### src/hw/rtl/msa_pkg.sv
// shared types and constants for the special-group execute unit
package msa_pkg;

   localparam int unsigned DataWidth = 64;

   typedef enum logic [5:0] {
      FN_SLL    = 6'd0,  FN_SRL    = 6'd2,  FN_SRA    = 6'd3,
      FN_SLLV   = 6'd4,  FN_SRLV   = 6'd6,  FN_SRAV   = 6'd7,
      FN_MFHI   = 6'd16, FN_MTHI   = 6'd17, FN_MFLO   = 6'd18,
      FN_MTLO   = 6'd19, FN_DSLLV  = 6'd20, FN_DSRLV  = 6'd22,
      FN_DSRAV  = 6'd23, FN_MULT   = 6'd24, FN_MULTU  = 6'd25,
      FN_DIV    = 6'd26, FN_DIVU   = 6'd27, FN_DMULT  = 6'd28,
      FN_DMULTU = 6'd29, FN_DDIV   = 6'd30, FN_DDIVU  = 6'd31,
      FN_ADD    = 6'd32, FN_ADDU   = 6'd33, FN_SUB    = 6'd34,
      FN_SUBU   = 6'd35, FN_AND    = 6'd36, FN_OR     = 6'd37,
      FN_XOR    = 6'd38, FN_NOR    = 6'd39, FN_SLT    = 6'd42,
      FN_SLTU   = 6'd43, FN_DADD   = 6'd44, FN_DADDU  = 6'd45,
      FN_DSUB   = 6'd46, FN_DSUBU  = 6'd47, FN_DSLL   = 6'd56,
      FN_DSRL   = 6'd58, FN_DSRA   = 6'd59, FN_DSLL32 = 6'd60,
      FN_DSRL32 = 6'd62, FN_DSRA32 = 6'd63
   } funct_type;

   typedef enum logic [1:0] {
      ST_OK = 2'd0, ST_DIV_ZERO = 2'd1, ST_UNSUPPORTED = 2'd2
   } status_type;

   // operation classes handed from controller to datapath
   typedef enum logic [1:0] {
      CL_SIMPLE = 2'd0, CL_MUL = 2'd1, CL_DIV = 2'd2
   } class_type;

   typedef struct packed {
      logic      load;      // capture operands and start
      class_type op_class;
      logic      step;      // one iteration of mul/div
      logic      finish;    // post-process and commit hi/lo or result
   } cmd_type;

   typedef struct packed {
      logic       div_zero;
      logic       last_step;
   } stat_type;

   function automatic logic [63:0] sext32(input logic [31:0] x);
      return {{32{x[31]}}, x};
   endfunction

   function automatic logic [63:0] neg64(input logic [63:0] x);
      return 64'd0 - x;
   endfunction

endpackage

### src/hw/rtl/msa_ctrl.sv
// controller: handshake and sequencing of the iterative multiply/divide
module msa_ctrl (
   input  logic              clock,
   input  logic              reset,
   input  logic              req_valid,
   output logic              req_stall,
   input  logic [5:0]        req_type,
   output logic              rsp_valid,
   input  logic              rsp_stall,
   output msa_pkg::cmd_type  cmd,
   input  msa_pkg::stat_type stat
);

   typedef enum logic [1:0] {S_IDLE, S_RUN, S_FINISH, S_OUT} state_type;

   state_type          state_ff, state_in;
   msa_pkg::class_type class_ff, class_in;
   msa_pkg::class_type req_class;

   always_comb begin
      unique case (req_type)
         msa_pkg::FN_MULT, msa_pkg::FN_MULTU,
         msa_pkg::FN_DMULT, msa_pkg::FN_DMULTU: req_class = msa_pkg::CL_MUL;
         msa_pkg::FN_DIV, msa_pkg::FN_DIVU,
         msa_pkg::FN_DDIV, msa_pkg::FN_DDIVU:   req_class = msa_pkg::CL_DIV;
         default:                               req_class = msa_pkg::CL_SIMPLE;
      endcase
   end

   // output register frees up when taken; a new beat may enter then
   wire out_free = (state_ff == S_OUT) && !rsp_stall;
   wire can_take = (state_ff == S_IDLE) || out_free;
   wire take     = can_take && req_valid;

   assign req_stall = !can_take;
   assign rsp_valid = (state_ff == S_OUT);

   always_comb begin
      cmd          = '0;
      cmd.op_class = class_ff;
      state_in     = state_ff;
      class_in     = class_ff;
      if (out_free) state_in = S_IDLE;
      unique case (state_ff)
         S_RUN: begin
            cmd.step = 1'b1;
            if (stat.last_step) state_in = S_FINISH;
         end
         S_FINISH: begin
            cmd.finish = 1'b1;
            state_in   = S_OUT;
         end
         default: ;
      endcase
      if (take) begin
         cmd.load     = 1'b1;
         cmd.op_class = req_class;
         class_in     = req_class;
         if (req_class == msa_pkg::CL_SIMPLE ||
             (req_class == msa_pkg::CL_DIV && stat.div_zero)) state_in = S_FINISH;
         else state_in = S_RUN;
      end
   end

   always_ff @(posedge clock) begin
      if (reset) begin
         state_ff <= S_IDLE;
         class_ff <= msa_pkg::CL_SIMPLE;
      end else begin
         state_ff <= state_in;
         class_ff <= class_in;
      end
   end

endmodule

### src/hw/rtl/msa_datapath.sv
// datapath: operand registers, simple alu, shift-add multiplier, restoring divider, hi/lo
module msa_datapath (
   input  logic              clock,
   input  logic              reset,
   input  logic [5:0]        req_type,
   input  logic [63:0]       req_rs_value,
   input  logic [63:0]       req_rt_value,
   input  logic [4:0]        req_shift_amount,
   input  logic [4:0]        req_dest_index,
   input  msa_pkg::cmd_type  cmd,
   output msa_pkg::stat_type stat,
   output logic [63:0]       rsp_result_value,
   output logic [4:0]        rsp_dest_out,
   output logic              rsp_write_dest,
   output logic [1:0]        rsp_status
);

   logic [63:0] hi_ff, hi_in, lo_ff, lo_in;
   logic [63:0] res_ff, res_in;
   logic [4:0]  dest_ff;
   logic        wr_ff, wr_in;
   logic [1:0]  st_ff, st_in;
   logic [5:0]  fn_ff;
   logic [63:0] rs_ff, rt_ff;
   logic [4:0]  sa_ff;
   // iteration state: a = multiplicand/divisor, acc = partial hi / remainder,
   // q = multiplier / quotient shifting register
   logic [63:0] a_ff, a_in, acc_ff, acc_in, q_ff, q_in;
   logic        carry_ff, carry_in;
   logic [5:0]  cnt_ff, cnt_in;
   logic        nq_ff, nr_ff;

   wire msa_pkg::funct_type fn_req = msa_pkg::funct_type'(req_type);
   wire msa_pkg::funct_type fn     = msa_pkg::funct_type'(fn_ff);

   wire is32_req = (fn_req == msa_pkg::FN_MULT) || (fn_req == msa_pkg::FN_MULTU) ||
                   (fn_req == msa_pkg::FN_DIV) || (fn_req == msa_pkg::FN_DIVU);
   wire sgn_req  = (fn_req == msa_pkg::FN_MULT) || (fn_req == msa_pkg::FN_DIV) ||
                   (fn_req == msa_pkg::FN_DMULT) || (fn_req == msa_pkg::FN_DDIV);

   // operands widened per op; 32-bit ops use sign- or zero-extended halves
   logic [63:0] op_a, op_b, mag_a, mag_b;
   always_comb begin
      if (is32_req && sgn_req) begin
         op_a = msa_pkg::sext32(req_rs_value[31:0]);
         op_b = msa_pkg::sext32(req_rt_value[31:0]);
      end else if (is32_req) begin
         op_a = {32'd0, req_rs_value[31:0]};
         op_b = {32'd0, req_rt_value[31:0]};
      end else begin
         op_a = req_rs_value;
         op_b = req_rt_value;
      end
      mag_a = (sgn_req && op_a[63]) ? msa_pkg::neg64(op_a) : op_a;
      mag_b = (sgn_req && op_b[63]) ? msa_pkg::neg64(op_b) : op_b;
   end

   assign stat.div_zero  = (op_b == 64'd0);
   assign stat.last_step = (cnt_ff == 6'd63);

   // one multiply step: add multiplicand if lsb set, shift right 1
   wire [64:0]  mul_sum = {1'b0, acc_ff} + (q_ff[0] ? {1'b0, a_ff} : 65'd0);
   // one divide step: shift remainder left, try subtract
   wire [64:0]  rem_sh  = {acc_ff, q_ff[63]};
   wire [64:0]  rem_sub = rem_sh - {1'b0, a_ff};
   wire         fits    = !rem_sub[64];

   // simple ops
   logic [63:0] simple;
   logic [31:0] sh32;
   logic [63:0] sra32src;
   logic [4:0]  vsa5;
   logic [5:0]  vsa6, dsa32;
   always_comb begin
      vsa5     = rs_ff[4:0];
      vsa6     = rs_ff[5:0];
      dsa32    = {1'b1, sa_ff};
      sra32src = msa_pkg::sext32(rt_ff[31:0]);
      sh32     = '0;
      simple   = '0;
      unique case (fn)
         msa_pkg::FN_SLL:  begin sh32 = rt_ff[31:0] << sa_ff; simple = msa_pkg::sext32(sh32); end
         msa_pkg::FN_SRL:  begin sh32 = rt_ff[31:0] >> sa_ff; simple = msa_pkg::sext32(sh32); end
         msa_pkg::FN_SRA:  simple = $signed(sra32src) >>> sa_ff;
         msa_pkg::FN_SLLV: begin sh32 = rt_ff[31:0] << vsa5; simple = msa_pkg::sext32(sh32); end
         msa_pkg::FN_SRLV: begin sh32 = rt_ff[31:0] >> vsa5; simple = msa_pkg::sext32(sh32); end
         msa_pkg::FN_SRAV: simple = $signed(sra32src) >>> vsa5;
         msa_pkg::FN_MFHI: simple = hi_ff;
         msa_pkg::FN_MFLO: simple = lo_ff;
         msa_pkg::FN_DSLLV: simple = rt_ff << vsa6;
         msa_pkg::FN_DSRLV: simple = rt_ff >> vsa6;
         msa_pkg::FN_DSRAV: simple = $signed(rt_ff) >>> vsa6;
         msa_pkg::FN_ADD, msa_pkg::FN_ADDU:
            simple = msa_pkg::sext32(rs_ff[31:0] + rt_ff[31:0]);
         msa_pkg::FN_SUB, msa_pkg::FN_SUBU:
            simple = msa_pkg::sext32(rs_ff[31:0] - rt_ff[31:0]);
         msa_pkg::FN_AND: simple = rs_ff & rt_ff;
         msa_pkg::FN_OR:  simple = rs_ff | rt_ff;
         msa_pkg::FN_XOR: simple = rs_ff ^ rt_ff;
         msa_pkg::FN_NOR: simple = ~(rs_ff | rt_ff);
         msa_pkg::FN_SLT:  simple = {63'd0, $signed(rs_ff) < $signed(rt_ff)};
         msa_pkg::FN_SLTU: simple = {63'd0, rs_ff < rt_ff};
         msa_pkg::FN_DADD, msa_pkg::FN_DADDU: simple = rs_ff + rt_ff;
         msa_pkg::FN_DSUB, msa_pkg::FN_DSUBU: simple = rs_ff - rt_ff;
         msa_pkg::FN_DSLL:   simple = rt_ff << sa_ff;
         msa_pkg::FN_DSRL:   simple = rt_ff >> sa_ff;
         msa_pkg::FN_DSRA:   simple = $signed(rt_ff) >>> sa_ff;
         msa_pkg::FN_DSLL32: simple = rt_ff << dsa32;
         msa_pkg::FN_DSRL32: simple = rt_ff >> dsa32;
         msa_pkg::FN_DSRA32: simple = $signed(rt_ff) >>> dsa32;
         default: simple = '0;
      endcase
   end

   logic nodest, unsup, fn32, fsgn;
   logic [63:0] qf, rf;
   always_comb begin
      unsup = 1'b0;
      unique case (fn)
         msa_pkg::FN_SLL, msa_pkg::FN_SRL, msa_pkg::FN_SRA, msa_pkg::FN_SLLV,
         msa_pkg::FN_SRLV, msa_pkg::FN_SRAV, msa_pkg::FN_MFHI, msa_pkg::FN_MTHI,
         msa_pkg::FN_MFLO, msa_pkg::FN_MTLO, msa_pkg::FN_DSLLV, msa_pkg::FN_DSRLV,
         msa_pkg::FN_DSRAV, msa_pkg::FN_MULT, msa_pkg::FN_MULTU, msa_pkg::FN_DIV,
         msa_pkg::FN_DIVU, msa_pkg::FN_DMULT, msa_pkg::FN_DMULTU, msa_pkg::FN_DDIV,
         msa_pkg::FN_DDIVU, msa_pkg::FN_ADD, msa_pkg::FN_ADDU, msa_pkg::FN_SUB,
         msa_pkg::FN_SUBU, msa_pkg::FN_AND, msa_pkg::FN_OR, msa_pkg::FN_XOR,
         msa_pkg::FN_NOR, msa_pkg::FN_SLT, msa_pkg::FN_SLTU, msa_pkg::FN_DADD,
         msa_pkg::FN_DADDU, msa_pkg::FN_DSUB, msa_pkg::FN_DSUBU, msa_pkg::FN_DSLL,
         msa_pkg::FN_DSRL, msa_pkg::FN_DSRA, msa_pkg::FN_DSLL32, msa_pkg::FN_DSRL32,
         msa_pkg::FN_DSRA32: unsup = 1'b0;
         default: unsup = 1'b1;
      endcase
      nodest = (fn == msa_pkg::FN_MTHI) || (fn == msa_pkg::FN_MTLO) ||
               (cmd.op_class != msa_pkg::CL_SIMPLE) || unsup;
      fn32 = (fn == msa_pkg::FN_MULT) || (fn == msa_pkg::FN_MULTU) ||
             (fn == msa_pkg::FN_DIV) || (fn == msa_pkg::FN_DIVU);
      fsgn = (fn == msa_pkg::FN_DMULT) || (fn == msa_pkg::FN_DDIV) ||
             (fn == msa_pkg::FN_DIV);
      qf = nq_ff ? msa_pkg::neg64(q_ff) : q_ff;
      rf = nr_ff ? msa_pkg::neg64(acc_ff) : acc_ff;
   end

   always_comb begin
      a_in = a_ff; acc_in = acc_ff; q_in = q_ff; carry_in = carry_ff;
      cnt_in = cnt_ff;
      hi_in = hi_ff; lo_in = lo_ff;
      res_in = res_ff; wr_in = wr_ff; st_in = st_ff;
      if (cmd.load) begin
         cnt_in = '0; acc_in = '0; carry_in = 1'b0;
         if (cmd.op_class == msa_pkg::CL_MUL) begin
            // 32-bit ops: full signed product fits in 64 bits of extended operands
            a_in = is32_req ? op_a : req_rs_value;
            q_in = is32_req ? op_b : req_rt_value;
         end else begin
            a_in = mag_b;
            q_in = mag_a;
         end
      end else if (cmd.step) begin
         cnt_in = cnt_ff + 6'd1;
         if (cmd.op_class == msa_pkg::CL_MUL) begin
            acc_in = mul_sum[64:1];
            q_in   = {mul_sum[0], q_ff[63:1]};
         end else begin
            acc_in = fits ? rem_sub[63:0] : rem_sh[63:0];
            q_in   = {q_ff[62:0], fits};
         end
      end
      if (cmd.finish) begin
         res_in = '0; wr_in = 1'b0; st_in = msa_pkg::ST_OK;
         if (unsup) begin
            st_in = msa_pkg::ST_UNSUPPORTED;
         end else if (cmd.op_class == msa_pkg::CL_MUL) begin
            if (fn32) begin
               hi_in = msa_pkg::sext32(q_ff[63:32]);
               lo_in = msa_pkg::sext32(q_ff[31:0]);
            end else begin
               hi_in = acc_ff - (fsgn && rs_ff[63] ? rt_ff : 64'd0)
                              - (fsgn && rt_ff[63] ? rs_ff : 64'd0);
               lo_in = q_ff;
            end
         end else if (cmd.op_class == msa_pkg::CL_DIV) begin
            if (carry_ff) begin
               st_in = msa_pkg::ST_DIV_ZERO;
            end else if (fn32) begin
               lo_in = msa_pkg::sext32(qf[31:0]);
               hi_in = msa_pkg::sext32(rf[31:0]);
            end else begin
               lo_in = qf;
               hi_in = rf;
            end
         end else begin
            if (fn == msa_pkg::FN_MTHI) hi_in = rs_ff;
            if (fn == msa_pkg::FN_MTLO) lo_in = rs_ff;
            if (!nodest) begin
               res_in = simple;
               wr_in  = (dest_ff != 5'd0);
            end
         end
      end
   end

   always_ff @(posedge clock) begin
      if (reset) begin
         hi_ff <= '0;
         lo_ff <= '0;
      end else begin
         hi_ff <= hi_in;
         lo_ff <= lo_in;
      end
   end

   always_ff @(posedge clock) begin
      if (cmd.load) begin
         fn_ff   <= req_type;
         rs_ff   <= req_rs_value;
         rt_ff   <= req_rt_value;
         sa_ff   <= req_shift_amount;
         dest_ff <= req_dest_index;
         nq_ff   <= sgn_req && (op_a[63] != op_b[63]);
         nr_ff   <= sgn_req && op_a[63];
         carry_ff <= (op_b == 64'd0);  // divide-by-zero flag for this beat
      end else begin
         carry_ff <= carry_in;
      end
      a_ff   <= a_in;
      acc_ff <= acc_in;
      q_ff   <= q_in;
      cnt_ff <= cnt_in;
      res_ff <= res_in;
      wr_ff  <= wr_in;
      st_ff  <= st_in;
   end

   assign rsp_result_value = res_ff;
   assign rsp_dest_out     = dest_ff;
   assign rsp_write_dest   = wr_ff;
   assign rsp_status       = st_ff;

endmodule

### src/hw/rtl/mips64_special_alu_hilo_top.sv
// simple ops, unsupported codes and divide by zero go from the accepting edge through S_FINISH
//   to S_OUT, where rsp_valid is high; multiply/divide run 64 steps in S_RUN before S_FINISH
// no new beat is taken while a beat is in flight; multiply/divide run on the 64-step
//   shift-add multiplier and restoring divider that iterate one bit per cycle
// a new beat is taken in the cycle the pending result is taken
// reset (synchronous, active high) clears the controller and hi/lo to zero
module mips64_special_alu_hilo_top (
   input  logic        clock,
   input  logic        reset,
   input  logic        req_valid,
   output logic        req_stall,
   input  logic [5:0]  req_type,
   input  logic [63:0] req_rs_value,
   input  logic [63:0] req_rt_value,
   input  logic [4:0]  req_shift_amount,
   input  logic [4:0]  req_dest_index,
   output logic        rsp_valid,
   input  logic        rsp_stall,
   output logic [63:0] rsp_result_value,
   output logic [4:0]  rsp_dest_out,
   output logic        rsp_write_dest,
   output logic [1:0]  rsp_status
);

   msa_pkg::cmd_type  cmd;
   msa_pkg::stat_type stat;

   msa_ctrl u_ctrl (
      .clock, .reset, .req_valid, .req_stall, .req_type,
      .rsp_valid, .rsp_stall, .cmd, .stat
   );

   msa_datapath u_dp (
      .clock, .reset, .req_type, .req_rs_value, .req_rt_value,
      .req_shift_amount, .req_dest_index, .cmd, .stat,
      .rsp_result_value, .rsp_dest_out, .rsp_write_dest, .rsp_status
   );

endmodule
### config.mk
export PLATFORM = sky130hd
export DESIGN_NAME = mips64_special_alu_hilo_top
export DESIGN_NICKNAME = d
export VERILOG_FILES = /design/src/hw/rtl/msa_pkg.sv /design/src/hw/rtl/msa_ctrl.sv /design/src/hw/rtl/msa_datapath.sv /design/src/hw/rtl/mips64_special_alu_hilo_top.sv
export SDC_FILE = /design/constraint.sdc
export NUM_CORES = 2
export LEC_CHECK = 0
export BUFFER_PORTS_ARGS = -buffer_cell sky130_fd_sc_hd__buf_4
export CORE_ASPECT_RATIO = 2
export CORE_MARGIN = 2
export CORE_UTILIZATION = 45
export DETAILED_ROUTE_END_ITERATION = 10
export SLEW_MARGIN = 20
export SYNTH_ARGS = -nofsm -noshare
export SYNTH_HDL_FRONTEND = slang
export SYNTH_HIERARCHICAL = 1
export SYNTH_SLANG_ARGS = --single-unit
### constraint.sdc
create_clock -name clock -period 9.6 [get_ports clock]
set_input_delay 1.92 -clock clock [delete_from_list [all_inputs] [get_ports clock]]
set_output_delay 1.92 -clock clock [all_outputs]
set_load 0.005 [all_outputs]
==> metrics.md, run 1 <==
| Metric | Value |
|---|---|
| Status | `stopped before the end` |
| Halt point of the flow | `global routing (5_1_grt)` |
| Tool error | `[ERROR GRT-0116] Global routing finished with congestion. Check the congestion regions in the DRC Viewer.` |
| Clk sinks | `545` |
| Gr usage total | `around 63%` |
| Post-synth EDFFs | `342` |
| CTS Buf Count | `57` |
| H-Tree Depth | `2` |
| Row count | `~210` |
| CTS Hold Bufs | `0` |
| Sequential area share after synthesis | `18.7%` |
| Ranking of synthesized cells by area | `edfxtp_1 (13%), a21oi_1 (7.3%), mux2i_1 (6.5%)` |
| Mean Syn Cell Area | `7.34 um2` |
| Die height | `588 um` |
| Syn nets | `11.1k` |
| Post-synthesis cell count | `10.5k` |
| Port bufs | `221` |
| Postcts setup bufs | `0` |
| Setup WS pre-CTS | `2.29 ns` |
| Biggest area consumer among synthesized cells | `edfxtp_1` |
| Yosys cell types | `98` |
| Synth Cell Area | `76800 um2` |
| Top cell type's share of synthesized area | `13.4%` |
| Initial Util | `45.2%` |
| # IOs | `222` |
| Yosys Warn Count | `6` |
| Post-CTS sizing | `0` |
| Die width | `296 um` |
| Grt total ovfl | `37` |
| CTS Buffer Depth | `3` |
| FFs w/ async S/R, synth | `0%` |
| Seq cells post-synth | `545` |
| Clock Root Buffer | `clkbuf_16` |
| Most used DFF post-synth | `edfxtp_1` |
| Post-detail-place hpwl | `379000 um` |
| First-pass GRT wire length | `774000 um` |
| Vias in the first global route | `95.7k` |
| Largest net degree at the start of global routing | `between 100 and 150` |
| GP Congestion | `1.21` |
## kinds of logic after synthesis
group | after synthesis | share of synthesized area, %
adder cells (fa/ha/maj) | 464 | 8.21
buffers and inverters | 1391 | 6.86
XOR/XNOR | 404 | 4.61
AND/OR/NAND/NOR | 3363 | 19.7
multiplexers | 727 | 12.6
flip-flops | 545 | 18.7
AO/OA/AOI/OAI | 3571 | 29.3
## cell usage after synthesis, types with 87 or more instances
| cell type | instances |
|---|---|
| o21ai_0 | 736 |
| o31ai_1 | 101 |
| a22oi_1 | 140 |
| buf_1 | 96 |
| o22ai_1 | 94 |
| nand2_1 | 1239 |
| nor3_1 | 171 |
| clkbuf_1 | 756 |
| mux4_2 | 187 |
| a31oi_1 | 185 |
| o211ai_1 | 168 |
| a21oi_1 | 1121 |
| nand4_1 | 89 |
| nand3_1 | 203 |
| inv_1 | 496 |
| edfxtp_1 | 342 |
| dfxtp_1 | 203 |
| nand2b_1 | 87 |
| ha_1 | 397 |
| xnor2_1 | 278 |
| a21o_1 | 162 |
| a211oi_1 | 171 |
| mux2i_1 | 501 |
| and3_1 | 198 |
| nor2_1 | 1001 |
| xor2_1 | 126 |
## stage by stage
stage	area (um2)	utilization, %	hold WS, ns	instances
after detailed placement	81100	47.8	0.448	12400
after CTS	83100	49.0	0.457	12500
after floorplan	76800	-	0.425	10500
after global placement	81000	47.7	0.439	12400
## metal layers
metal	GRT usage, %	GRT overflow
met1	61.5	0
met2	86.2	19
met3	36.5	1
met4	68.3	17
met5	9.11	0
==> run 2: changes to the inputs <==
CORE_ASPECT_RATIO = unset   (was 2)
CORE_UTILIZATION = 30   (was 45)
PLACE_DENSITY_LB_ADDON = 0.15   (was unset)
==> metrics.md, run 2 <==
| Metric | Value |
|---|---|
| Status | `complete, no violations` |
| Die height | `510 um` |
| Global-route met2 utilization | `58.4%` |
| Setup_tns | `0 ns` |
| CTS Hold Bufs | `0` |
| Routed wire length per instance | `37.2 um` |
| Seq cells post-synth | `roughly 550` |
| RSZ-0062 raised after global routing | `no` |
| Synth Cell Area | `about 77000 um2` |
| Clock Latency Late Sink | `0.77 ns` |
| Min-delay worst type | `reg2reg` |
| Sequential area share after synthesis | `between 10% and 20%` |
| Clock Skew | `approximately 0.088 ns` |
| Via-to-Cell Ratio | `approximately 6.5` |
| Clock Root Buffer | `clkbuf_16` |
| Period utilization | `78.3%` |
| Antenna violations before repair | `57` |
| Filler cells | `roughly 27k` |
| FFs w/ async S/R, synth | `0%` |
| Pwr Density | `251 nW/um2` |
| CP max FO | `27` |
| Gr usage total | `between 30 and 40%` |
| WHS Path Cells | `2` |
| CTS tree | `done` |
| Reg2Reg Capture Point | `u_dp/hi_ff[63]` |
| Lkg Pwr | `0.0338 uW` |
| Multi-input logic area | `57800 um2` |
| # DRC | `0` |
| Post-detail-place hpwl | `403000 um` |
| First-pass GRT wire length | `between 600000 and 700000 um` |
| Top cell type's share of synthesized area | `13.4%` |
| Clock-pin slew on the worst setup and hold paths | `0.06 ns` |
| WS Path Type | `reg2reg` |
| Postcts setup bufs | `0` |
| Most used DFF post-synth | `edfxtp_1` |
| Busiest grt layer | `met2` |
| Main combinational cell family by area after synthesis | `compound AO/OA/AOI/OAI gates` |
| Iter 0 DRT Violations | `12.1k` |
| Post-synthesis simple-gate area fraction | `around a fifth` |
| Post-synthesis cell count | `10.5k` |
| Commonest non-fill, non-tap cell in the layout | `nand2_1` |
| Most numerous cell in the Yosys netlist | `nand2_1` |
| GR Util met3 | `under 10%` |
| Post-synth EDFFs | `342` |
| Tmin final | `7.52 ns` |
| H-Tree Depth | `3` |
| Worst slew pin tran | `roughly 1.4 ns` |
| DR pass1 iterations | `9` |
| Worst Setup End Kind | `flip-flop` |
| Post-CTS sizing | `0` |
| Final Cell Area | `approximately 85000 um2` |
| WL final | `about 510000 um` |
| CTS Buffer Depth | `3` |
| GP Congestion | `between 1 and 1.5` |
| Syn nets | `11.1k` |
| Fraction of the mapped netlist area in adder cells | `8.21%` |
| P&R area growth vs syn | `11.3%` |
| Grt total ovfl | `0` |
| Ranking of synthesized cells by area | `edfxtp_1 (13%), a21oi_1 (7.3%), mux2i_1 (6.5%)` |
| Final hold violation count | `0` |
| Yosys Warn Count | `6` |
| Mean Syn Cell Area | `7.34 um2` |
| Max-cap check violation count | `0` |
| Biggest area consumer among synthesized cells | `edfxtp_1` |
| Hold EP | `u_dp/hi_ff[15]` |
| Port bufs | `221` |
| Peak supply drop | `around 0.17 mV` |
| Post-synthesis xor/xnor area fraction | `4.61%` |
| Critical path arrival | `between 8 and 9 ns` |
| CTS Buf Count | `80` |
| Critical Path RT | `10.18 ns` |
| Row count | `between 150 and 200` |
| R2r setup slk | `2.08 ns` |
| Die width | `510 um` |
| Post-layout util | `33.6%` |
| Clk sinks | `between 500 and 600` |
| Total Power | `about 21000 uW` |
| Max-slew violation count | `0` |
| Vias in the first global route | `just over 80k` |
| Post-synthesis mux area share | `about an eighth` |
| # IOs | `222` |
| Slew HR | `9.39%` |
| Layout cells sized above 1 | `approximately a tenth` |
| Yosys cell types | `98` |
| Global-route met1 utilization | `49.2%` |
| Synth Area in Compound Gates | `29.3%` |
| Top cells by count, synth | `nand2_1 (1239), a21oi_1 (1121), nor2_1 (1001), clkbuf_1 (756), o21ai_0 (736)` |
| Startpoint type of the worst setup path | `flip-flop` |
| Initial Util | `30.2%` |
| Core area | `254000 um2` |
| Register area | `14300 um2` |
| Hold Crit Start | `u_dp/hi_ff[15]` |
| Reg2reg start | `u_dp/fn[4]` |
| Final nets | `between 10k and 15k` |
| Die area | `approximately 260000 um2` |
| Fmax | `between 100 and 150 MHz` |
| Antenna Nets Post-Route | `0` |
| Vias | `88.9k` |
| Commonest non-fill, non-tap cells in the layout | `nand2_1 (1238), a21oi_1 (1110), nor2_1 (992)` |
| Post-placement cell area | `82600 um2` |
| Largest net degree at the start of global routing | `around 130` |
| Final setup vio count | `0` |
| Register-to-Register Path Depth | `20` |
## run 2: cell counts after synthesis
No cell type changed its count.
## run 2: area by class of cell
class / instances / area share (%)
Sequential cell: 545 / 16.8
Clock inverter: 53 / 0.776
Antenna cell: 29 / 0.0849
Inverter: 513 / 2.27
Multi-Input combinational cell: 8529 / 67.6
Tap cell: 3366 / 4.93
Clock buffer: 97 / 2.44
Timing Repair Buffer: 569 / 5.10
## run 2: how the worst max path moves through the flow
stage                from             end  cells after the start  slack, ns
3_5_place_dp   u_dp/fn[0]  u_dp/hi_ff[63]                     21       2.21
3_3_place_gp   u_dp/fn[0]  u_dp/hi_ff[63]                     21       2.33
2_1_floorplan  u_dp/fn[1]  u_dp/hi_ff[62]                     25       2.92
6_report       u_dp/fn[4]  u_dp/hi_ff[63]                     20       2.08
4_1_cts        u_dp/fn[0]  u_dp/hi_ff[63]                     21       2.16
5_1_grt        u_dp/fn[4]  u_dp/hi_ff[63]                     20       1.62
## run 2: logic make-up (layout without fill, tap and decap cells)
kind of cell               Yosys count  after routing
other                                0             29
buffers and inverters             1391           1232
AOI/OAI and AO/OA                 3571           3571
and+or+nand+nor                   3363           3363
xor gates and xnor gates           404            404
muxes                              727            727
DFF                                545            545
adders and majority gates          464            464
## run 2: per-layer routing
layer	share of wire, %	vias to the layer above
met5	0.048	-
met4	6.7	34
met3	8.3	1088
met2	44	5218
met1	41	44400
li1	-	38200
## run 2: worst max-delay path: stages (launching register included)
cell and delay [ns]:
edfxtp_1 0.69, nand2b_1 0.32, nor4b_2 0.43, buf_4 0.38
and2_0 0.44, nand2_1 0.14, fa_1 0.48, ha_1 0.36
o211ai_1 0.14, a21oi_1 0.30, o21ai_0 0.27, a2111oi_0 0.99
o31ai_1 0.27, buf_4 0.23, o31a_1 0.31, o21ai_0 0.52
a31oi_1 0.27, nand2b_1 0.23, nor2_1 0.07, a2111oi_0 0.34
a211oi_1 0.13
## run 2: per-stage QoR
step,hold slack [ns],setup slack (ns),cells
after floorplan,0.425,2.92,10500
after global placement,0.445,2.33,13500
after detailed placement,0.446,2.21,13500
after CTS,0.453,2.16,13700
after global routing,0.473,1.62,13700
final,0.456,2.08,13700
## run 2: power by group
group          leakage, uW  internal, uW  switching [uW]  total (uW)
clock              0.00133          1820            1380        3200
combinational       0.0275          4630            9810       14400
sequential         0.00491          3010             754        3770
Note: power is estimated with default switching activity, not from simulation.
